--- config.mk ---
export PLATFORM = sky130hd
export DESIGN_NAME = scope_trigger_autoscale
export DESIGN_NICKNAME = d
export VERILOG_FILES = /design/src/design/sta_pkg.sv /design/src/design/sta_front.sv /design/src/design/sta_back.sv /design/src/design/scope_trigger_autoscale.sv
export VERILOG_INCLUDE_DIRS = /design/src /design/src/design
export SDC_FILE = /design/constraint.sdc
export NUM_CORES = 2
export LEC_CHECK = 0
export BUFFER_PORTS_ARGS = -buffer_cell sky130_fd_sc_hd__buf_2
export CAP_MARGIN = 20
export CORE_MARGIN = 2
export CORE_UTILIZATION = 50
export DETAILED_ROUTE_END_ITERATION = 8
export GPL_ROUTABILITY_DRIVEN = 0
export PLACE_DENSITY = 0.72
export SETUP_SLACK_MARGIN = 0.5
export SYNTH_ARGS = -nofsm -noshare
export SYNTH_HDL_FRONTEND = slang
export SYNTH_SLANG_ARGS = --single-unit
export TNS_END_PERCENT = 20
--- constraint.sdc ---
create_clock -name clock -period 14 [get_ports clock]
set_clock_uncertainty 0.2 [all_clocks]
set_input_delay 1.4 -clock clock [delete_from_list [all_inputs] [get_ports clock]]
set_output_delay 1.4 -clock clock [all_outputs]
set_load 0.02 [all_outputs]
--- src/design/scope_trigger_autoscale_assert.svh ---
// assertion macros for the scope trigger autoscale block
`ifndef SCOPE_TRIGGER_AUTOSCALE_ASSERT_SVH
`define SCOPE_TRIGGER_AUTOSCALE_ASSERT_SVH
`ifndef NO_ASSERTIONS
`define STA_ASSERT(label, prop) \
   label: assert property (@(posedge clock) disable iff (reset) prop) \
      else $error("assertion failed");
`define STA_ASSERT_RST(label, prop) \
   label: assert property (@(posedge clock) prop) else $error("assertion failed");
`else
`define STA_ASSERT(label, prop)
`define STA_ASSERT_RST(label, prop)
`endif
`endif

--- src/design/sta_pkg.sv ---
// shared constants and types of the scope trigger autoscale block
package sta_pkg;
   localparam int RecordLen   = 120;
   localparam int PretrigLen  = 60;
   localparam int ChartRows   = 55;
   localparam int ScreenRows  = 64;
   localparam int StoreDepth  = RecordLen + PretrigLen;
   localparam int FullScale   = 255;
   localparam int AddrW       = $clog2(StoreDepth);

   localparam logic [1:0] CSR_TRIGGER_MODE = 2'd0;
   localparam logic [1:0] CSR_GAIN_SHIFT   = 2'd1;
   localparam logic [1:0] CSR_SUPPLY       = 2'd2;

   localparam logic [1:0] MODE_RISING  = 2'd1;
   localparam logic [1:0] MODE_FALLING = 2'd2;

   localparam logic KIND_LOAD = 1'b0;

   // queue entry between front and back
   typedef struct packed {
      logic       kind;
      logic [7:0] sample;
   } cmd_type;
endpackage

--- src/design/sta_front.sv ---
// front part: takes requests into a short queue
module sta_front import sta_pkg::*; (
   input  logic    clock,
   input  logic    reset,
   input  logic    req_valid,
   output logic    req_stall,
   input  cmd_type req_cmd,
   output logic    q_valid,
   input  logic    q_take,
   output cmd_type q_cmd
);
   cmd_type    mem_ff [2];
   logic       wp_ff, wp_in, rp_ff, rp_in;
   logic [1:0] cnt_ff, cnt_in;
   logic       push;

   assign req_stall = (cnt_ff == 2'd2);
   assign push      = req_valid && !req_stall;
   assign q_valid   = (cnt_ff != 2'd0);
   assign q_cmd     = mem_ff[rp_ff];

   // pointer and count update
   always_comb begin
      wp_in  = wp_ff ^ push;
      rp_in  = rp_ff ^ (q_take && q_valid);
      cnt_in = cnt_ff + {1'b0, push} - {1'b0, q_take && q_valid};
   end

   always_ff @(posedge clock) begin
      if (reset) begin
         wp_ff <= 1'b0; rp_ff <= 1'b0; cnt_ff <= 2'd0;
      end else begin
         wp_ff <= wp_in; rp_ff <= rp_in; cnt_ff <= cnt_in;
      end
      if (push) mem_ff[wp_ff] <= req_cmd;
   end
endmodule

--- src/design/sta_back.sv ---
// back part: record store, analysis sequencer and readout
module sta_back import sta_pkg::*; (
   input  logic       clock,
   input  logic       reset,
   input  logic       csr_write,
   input  logic [1:0] csr_index,
   input  logic [8:0] csr_data,
   input  logic       q_valid,
   output logic       q_take,
   input  cmd_type    q_cmd,
   output logic       rsp_valid,
   input  logic       rsp_stall,
   output logic [6:0] rsp_column,
   output logic [5:0] rsp_row,
   output logic       rsp_last,
   output logic       rsp_status,
   output logic [8:0] rsp_min_centivolts,
   output logic [8:0] rsp_max_centivolts,
   output logic [5:0] rsp_trigger_offset,
   output logic       busy
);
   localparam logic [3:0] S_IDLE = 4'd0, S_PMM = 4'd1, S_PMW = 4'd2, S_SRC = 4'd3,
      S_SRW = 4'd4, S_WMM = 4'd5, S_WMW = 4'd6, S_CEN = 4'd7, S_RD = 4'd8,
      S_RW = 4'd9, S_MAP = 4'd10, S_DIV = 4'd11, S_OUT = 4'd12;

   // reciprocal of 255 scaled by 2^25, exact for dividends below 132626
   localparam logic [17:0] Div255Mul = 18'd131587;

   logic [7:0] store [StoreDepth];
   logic [7:0] rdata_ff;
   logic [AddrW-1:0] raddr;

   logic [3:0] st_ff, st_in;
   logic [1:0] mode_ff, gain_ff;
   logic [8:0] supply_ff;
   logic [7:0] fill_ff;
   logic       ready_ff;
   logic [7:0] ptr_ff;
   logic [7:0] lo_ff, hi_ff, prev_ff;
   logic [5:0] start_ff;
   logic [7:0] cen_ff;
   logic [6:0] ridx_ff;
   logic [8:0] lvl_ff;
   logic       found;
   logic [16:0] prod_ff;
   logic [8:0]  scl_ff;
   logic [13:0] drop_ff;

   logic       edge_md;
   logic [1:0] geff;
   logic [7:0] need;
   assign edge_md = (mode_ff == MODE_RISING) || (mode_ff == MODE_FALLING);
   assign geff    = (gain_ff == 2'd3) ? 2'd2 : gain_ff;
   assign need    = edge_md ? 8'(StoreDepth) : 8'(RecordLen);

   // divide by 255 through a constant multiply
   function automatic logic [8:0] div255(input logic [16:0] x);
      logic [34:0] p;
      p = {18'b0, x} * {17'b0, Div255Mul};
      return p[33:25];
   endfunction

   // read address per state
   always_comb begin
      if (st_ff == S_RD) raddr = AddrW'({2'b0, start_ff} + {1'b0, ridx_ff});
      else               raddr = AddrW'(ptr_ff);
   end

   // store: write from load, registered read
   always_ff @(posedge clock) begin
      if (q_take && q_cmd.kind == KIND_LOAD && !ready_ff && fill_ff < 8'(StoreDepth))
         store[AddrW'(fill_ff)] <= q_cmd.sample;
      rdata_ff <= store[raddr];
   end

   assign q_take = (st_ff == S_IDLE) && q_valid && !rsp_valid && !csr_write;
   assign busy   = (st_ff != S_IDLE);

   logic [7:0] span;
   logic [9:0] spr;
   logic [8:0] lvl_c;
   assign span  = hi_ff - lo_ff;
   assign spr   = {2'b0, span} << geff;
   assign lvl_c = {1'b0, lo_ff} + ((9'(hi_ff) - 9'(lo_ff) + 9'd1) >> 1);

   // crossing test on the pair held in prev and the read data
   always_comb begin
      found = 1'b0;
      if (ptr_ff != 8'd1) begin
         if (mode_ff == MODE_RISING)
            found = (9'(prev_ff) < lvl_ff) && (9'(rdata_ff) >= lvl_ff);
         else
            found = (9'(prev_ff) > lvl_ff) && (9'(rdata_ff) <= lvl_ff);
      end
   end

   // scaled point value before saturation
   logic [7:0]  diff;
   logic [10:0] scl_wide;
   assign diff     = rdata_ff - lo_ff;
   assign scl_wide = ({3'b0, diff} << geff) + {3'b0, cen_ff};

   // main sequencer
   always_ff @(posedge clock) begin
      if (reset) begin
         st_ff <= S_IDLE; mode_ff <= MODE_RISING; gain_ff <= 2'd0;
         supply_ff <= 9'd500; fill_ff <= '0; ready_ff <= 1'b0; ridx_ff <= '0;
         rsp_valid <= 1'b0; start_ff <= '0; lo_ff <= '0; hi_ff <= '0; cen_ff <= '0;
      end else begin
         if (rsp_valid && !rsp_stall) rsp_valid <= 1'b0;
         if (csr_write) begin
            unique case (csr_index)
               CSR_TRIGGER_MODE: begin
                  mode_ff <= csr_data[1:0]; fill_ff <= '0; ready_ff <= 1'b0;
                  ridx_ff <= '0;
               end
               CSR_GAIN_SHIFT: begin
                  gain_ff <= csr_data[1:0]; fill_ff <= '0; ready_ff <= 1'b0;
                  ridx_ff <= '0;
               end
               CSR_SUPPLY: supply_ff <= csr_data;
               default: ;
            endcase
         end else begin
            unique case (st_ff)
               S_IDLE: if (q_take) begin
                  if (q_cmd.kind == KIND_LOAD) begin
                     if (!ready_ff) begin
                        if (fill_ff < 8'(StoreDepth)) fill_ff <= fill_ff + 8'd1;
                        if (8'(fill_ff + 8'd1) >= need ||
                            (fill_ff >= 8'(StoreDepth) && fill_ff >= need)) begin
                           ptr_ff <= '0;
                           st_ff  <= edge_md ? S_PMM : S_WMM;
                           start_ff <= '0;
                        end
                     end
                  end else if (!ready_ff) begin
                     rsp_valid <= 1'b1; rsp_status <= 1'b1; rsp_column <= '0;
                     rsp_row <= '0; rsp_last <= 1'b0; rsp_min_centivolts <= '0;
                     rsp_max_centivolts <= '0; rsp_trigger_offset <= '0;
                  end else st_ff <= S_RD;
               end
               // pretrigger min/max: issue read then accumulate
               S_PMM: begin ptr_ff <= ptr_ff + 8'd1; st_ff <= S_PMW; end
               S_PMW: begin
                  if (ptr_ff == 8'd1) begin lo_ff <= rdata_ff; hi_ff <= rdata_ff; end
                  else begin
                     if (rdata_ff < lo_ff) lo_ff <= rdata_ff;
                     if (rdata_ff > hi_ff) hi_ff <= rdata_ff;
                  end
                  if (ptr_ff == 8'(PretrigLen)) begin ptr_ff <= '0; st_ff <= S_SRC; end
                  else st_ff <= S_PMM;
               end
               // crossing search over pairs
               S_SRC: begin
                  if (ptr_ff == 8'd0) lvl_ff <= lvl_c;
                  ptr_ff <= ptr_ff + 8'd1; st_ff <= S_SRW;
               end
               S_SRW: begin
                  prev_ff <= rdata_ff;
                  if (found) begin
                     start_ff <= 6'(ptr_ff - 8'd2);
                     ptr_ff <= 8'(ptr_ff - 8'd2); st_ff <= S_WMM;
                  end else if (ptr_ff == 8'(PretrigLen + 1)) begin
                     start_ff <= 6'(PretrigLen); ptr_ff <= 8'(PretrigLen); st_ff <= S_WMM;
                  end else st_ff <= S_SRC;
               end
               // window min/max
               S_WMM: begin ptr_ff <= ptr_ff + 8'd1; st_ff <= S_WMW; end
               S_WMW: begin
                  if (ptr_ff == 8'({2'b0, start_ff} + 8'd1)) begin
                     lo_ff <= rdata_ff; hi_ff <= rdata_ff;
                  end else begin
                     if (rdata_ff < lo_ff) lo_ff <= rdata_ff;
                     if (rdata_ff > hi_ff) hi_ff <= rdata_ff;
                  end
                  if (ptr_ff == 8'({2'b0, start_ff} + 8'(RecordLen))) st_ff <= S_CEN;
                  else st_ff <= S_WMM;
               end
               S_CEN: begin
                  cen_ff <= (spr >= 10'(FullScale)) ? 8'd0 :
                            8'((10'(FullScale) - spr) >> 1);
                  ready_ff <= 1'b1; ridx_ff <= '0; st_ff <= S_IDLE;
               end
               // readout
               S_RD: st_ff <= S_RW;
               S_RW: begin
                  scl_ff <= (scl_wide > 11'(FullScale)) ? 9'(FullScale) : scl_wide[8:0];
                  st_ff <= S_MAP;
               end
               S_MAP: begin
                  drop_ff <= {5'b0, scl_ff} * 14'(ChartRows);
                  prod_ff <= {9'b0, lo_ff} * {8'b0, supply_ff};
                  st_ff <= S_DIV;
               end
               S_DIV: begin
                  rsp_min_centivolts <= div255(prod_ff);
                  prod_ff <= {9'b0, hi_ff} * {8'b0, supply_ff};
                  drop_ff <= {5'b0, div255({3'b0, drop_ff})};
                  st_ff <= S_OUT;
               end
               S_OUT: begin
                  rsp_max_centivolts <= div255(prod_ff);
                  rsp_row <= (14'(ScreenRows - 1) >= drop_ff) ?
                             6'(14'(ScreenRows - 1) - drop_ff) : 6'd0;
                  rsp_column <= ridx_ff; rsp_status <= 1'b0;
                  rsp_last <= (ridx_ff == 7'(RecordLen - 1));
                  rsp_trigger_offset <= start_ff; rsp_valid <= 1'b1;
                  if (ridx_ff == 7'(RecordLen - 1)) begin
                     fill_ff <= '0; ready_ff <= 1'b0; ridx_ff <= '0;
                  end else ridx_ff <= ridx_ff + 7'd1;
                  st_ff <= S_IDLE;
               end
               default: st_ff <= S_IDLE;
            endcase
         end
      end
   end
endmodule

--- src/design/scope_trigger_autoscale.sv ---
// top level of the scope trigger autoscale block
// Usage:
//  Requests arrive on req_valid/req_stall with req_kind and req_sample.
//  kind 0 loads one sample into the record store while it fills and gives
//  no response; kind 1 asks for the next display point and gives exactly
//  one response on rsp_valid/rsp_stall.
//  A request is written into the queue before the back part can take it.
//  A load is handled in the idle state; a readout of a ready record passes
//  through S_RD, S_RW, S_MAP, S_DIV and S_OUT before raising rsp_valid, and
//  the next request is taken only after that response is accepted.
//  When the record fills, an analysis sequencer scans the store through its
//  single read port: an edge record gets pretrigger min/max, a crossing
//  search and window min/max, a free running one only window min/max.
//  A two-entry queue sits between the request side and the back part, so
//  requests are taken while the back part works or a response waits.
//  Reset clears control state; the trigger mode returns to rising edge.
//  A stalled response holds; the back part takes no new request meanwhile.
//  The user writes configuration through csr_write/csr_index/csr_data only while idle; the block does not enforce it.
module scope_trigger_autoscale import sta_pkg::*; (
   input  logic       clock,
   input  logic       reset,
   input  logic       csr_write,
   input  logic [1:0] csr_index,
   input  logic [8:0] csr_data,
   input  logic       req_valid,
   output logic       req_stall,
   input  logic       req_kind,
   input  logic [7:0] req_sample,
   output logic       rsp_valid,
   input  logic       rsp_stall,
   output logic [6:0] rsp_column,
   output logic [5:0] rsp_row,
   output logic       rsp_last,
   output logic       rsp_status,
   output logic [8:0] rsp_min_centivolts,
   output logic [8:0] rsp_max_centivolts,
   output logic [5:0] rsp_trigger_offset
);
`include "scope_trigger_autoscale_assert.svh"
   cmd_type req_cmd, q_cmd;
   logic    q_valid, q_take, busy;

   assign req_cmd.kind   = req_kind;
   assign req_cmd.sample = req_sample;

   sta_front u_front (
      .clock, .reset, .req_valid, .req_stall, .req_cmd,
      .q_valid, .q_take, .q_cmd
   );

   sta_back u_back (
      .clock, .reset, .csr_write, .csr_index, .csr_data, .q_valid, .q_take, .q_cmd,
      .rsp_valid, .rsp_stall, .rsp_column, .rsp_row, .rsp_last, .rsp_status,
      .rsp_min_centivolts, .rsp_max_centivolts, .rsp_trigger_offset, .busy
   );

   `STA_ASSERT(a_take_only_idle, q_take |-> !busy && q_valid)
   `STA_ASSERT(a_no_take_while_rsp, rsp_valid |-> !q_take)
   `STA_ASSERT_RST(a_rsp_clear_reset, reset |=> !rsp_valid)
endmodule

==> results.md <==
* RR Startpoint: u_back.st_ff[3]
* First-iteration detailed-routing DRC count at 5,453
* Drt drc at 0
* Complex-gate fraction of the synthesized area at 0.04915
* Total congestion overflow at 0
* CTS root buf: clkbuf_16
* Top_reg_cell synth: edfxtp_1
* TritonCTS clock tree: built
* Final TNS setup at 0 ns
* Placed instance count at 7,080
* RSZ-0062 raised after global routing: no
* Largest family of logic cells by synthesized area: multiplexers
* Initial antenna violation count at 6
* EDFF count, synth at 1,562
* ANT cells at 0
* FF-to-FF End: u_back.rdata_ff[4]
* Least-Margin Pin Slew at 1.275 ns
* IO buf count at 65
* Syn Std Cell Area at 77,010 sq um
* Clk Latency, worst-skew pair at 0.80 ns
* Vias in the first global route at 44.78k
* Nets at 5,747
* Async S/R FF share, synth at 0
* Data arrival time of the critical path at 6.39 ns
* R2r worst-path depth at 12
* Reg2reg setup slack at 8.16 ns
* Clock slew at reported path FFs at 0.06 ns
* Hold Path Depth at 2
* CTS H-tree depth at 4
* Tmin final at 5.845 ns
* Layout cells sized above 1 at 0.1348
* Synthesis-to-finish area growth at 10.14%
* DRT Wirelength at 191,700 um
* Initial DRT Pass Iterations at 6
* Die ar. at 157,200 sq um
* Final-report setup violation count at 0
* Largest net degree at the start of global routing at 130
* Worst Hold Class: reg -> reg
* Synth Area in XOR/XNOR at 0.01171
* Register bit total from synthesis at 1,638
* CTS Buffer Depth at 3
* Static leakage power at 30.23 nW
* Post-synthesis mux area share at 0.1033
* Most frequent cells in the layout: edfxtp_1 (1,562), nand2_1 (511), ha_1 (385)
* Die Wd at 396.5 um
* Crit Path Category: reg -> reg
* CTS buffer count at 165
* Maximum vdd drop at 135.4 uV
* Total vias in the final route at 45.26k
* Detailed-route wire length per cell at 25.99 um
* Setup crit start: u_back.st_ff[3]
* Syn_nets at 5,708
* Worst-path fanout max at 97
* Core area at 153,500 sq um
* Sequential cell area fraction in the yosys report at 0.6288
* Final period util at 0.4175
* Pwr Total at 10.75 mW
* DP HPWL at 120,800 um
* Power density cells at 126.8 nW/um^2
* Fin cells at 7,376
* Finished layout cell area at 84,820 sq um
* Relative slew margins at 0.1483
* Global-route wire length before repair at 286,300 um
* Max-slew violations at 0
* Avg Vias per Cell at 6.137
* TritonCTS Sinks at 1,638
* Synth Instances at 5,166
* Synth Area in Adders at 0.09686
* Commonest non-fill, non-tap cell in the layout: edfxtp_1
* Outcome: completed
* Die height at 396.5 um
* CP startpoint kind: register
* Detail Route Antenna Nets at 0
* Avg Inst Size Synth at 14.91 sq um
* Initial Utilization at 0.5017
* Post-place instance area at 79,480 sq um
* Synth warn at 0
* MaxCap Viol Count at 0
* IO Pins at 66
* Simple-gate share of the synthesized area at 0.07886
* CTS Hold Buffers Added at 0
* HP Start: u_back.cen_ff[0]
* CP Capture Type: register
* Hold EP: u_back.cen_ff[0]
* Required time of the critical path at 14.55 ns
* Post CTS Setup Buffer Count at 0
* Post-cts gate resize count at 0
* Final Hold Vio Count at 0
* Gr usage total at 0.2442
* Highest clock rate at 171.1 MHz
* Core Rows at 144
* Unique masters post-synth at 84
## cells by family after synthesis
group | Yosys count
fa+ha+maj | 517
xor+xnor | 103
mux | 410
buf+inv | 591
other cells | 1
flops | 1638
simple gates | 1341
compound gates | 565
## per-stage QoR
step / hold slack, ns / utilization / worst slack (ns)
after floorplan: 0.2315 / - / 6.012
after global placement: 0.2710 / 0.5177 / 8.111
after detailed placement: 0.2722 / 0.5178 / 8.144
after CTS: 0.2872 / 0.5525 / 8.150
after global routing: 0.3066 / 0.5526 / 7.838
final: 0.2862 / 0.5526 / 8.155
## layout make-up
class                   instances  area (sq um)
clock buffers                 201          4294
repair buffers                131         847.1
well taps                    2044          2557
inverters                     332          1246
fillers                     11950         68690
multi-input cells            2937         26420
flip-flops and latches       1638         48430
clock inverters                93          1033
## state kept, by name, indices dropped and copies added, names as in the netlist, 8 cells and up
name and cells:
u_back.store 1440, u_front.mem_ff 18, u_back.prod_ff 17, u_back.drop_ff 14, u_back.lvl_ff 9, u_back.rsp_max_centivolts 9
u_back.rsp_min_centivolts 9, u_back.scl_ff 9, u_back.supply_ff 9, u_back.cen_ff 8, u_back.fill_ff 8, u_back.hi_ff 8
u_back.lo_ff 8, u_back.prev_ff 8, u_back.ptr_ff 8, u_back.rdata_ff 8
## critical path: stages, from the launching register on
cell and delay [ns]:
dfxtp_1 0.63, nor4b_4 0.32, buf_4 0.31, mux2i_4 0.29, buf_12 0.61, buf_4 0.72
buf_4 0.75, mux4_2 0.35, mux2i_1 0.07, a211oi_1 0.28, a211oi_1 0.09, a311oi_1 0.81
a31o_1 0.17
## worst max path at each step
| stage | cells after the start | end |
|---|---|---|
| 2_1_floorplan | 3 | u_back.rsp_column[0] |
| 3_3_place_gp | 12 | u_back.rdata_ff[0] |
| 3_5_place_dp | 12 | u_back.rdata_ff[0] |
| 4_1_cts | 12 | u_back.rdata_ff[0] |
| 5_1_grt | 12 | u_back.rdata_ff[4] |
| 6_report | 12 | u_back.rdata_ff[4] |
## cells in the mapped netlist (25+ instances only)
library cell | instances | share of area
a21o_1 | 26 | 0.0025
a21oi_1 | 152 | 0.0099
a31oi_1 | 26 | 0.0021
and2_1 | 122 | 0.0099
and3_1 | 30 | 0.0024
buf_2 | 72 | 0.0047
clkbuf_1 | 151 | 0.0074
dfxtp_1 | 76 | 0.020
edfxtp_1 | 1562 | 0.61
fa_1 | 132 | 0.034
ha_1 | 385 | 0.063
inv_1 | 330 | 0.016
mux2i_1 | 81 | 0.011
mux4_2 | 305 | 0.089
nand2_1 | 511 | 0.025
nand3_1 | 147 | 0.0096
nand4_1 | 29 | 0.0024
nor2_1 | 363 | 0.018
nor3_1 | 31 | 0.0020
o21ai_0 | 79 | 0.0051
o21bai_1 | 25 | 0.0024
xnor2_1 | 64 | 0.0073
xor2_1 | 39 | 0.0044
## routing by layer
layer  GRT usage  wire [um]  share of wire
met2      0.3884      91460           0.48
met5           0         27        0.00014
met1      0.3356      74200           0.39
met4     0.08569       6896          0.036
met3     0.05076      19120           0.10
## power breakdown
| group | switching (mW) | leakage, nW | internal (mW) |
|---|---|---|---|
| registers | 0.0247 | 14.7 | 5.77 |
| logic | 0.520 | 12.9 | 0.0729 |
| clock network | 1.91 | 2.58 | 2.46 |
Power figures use the tool's default switching activity.
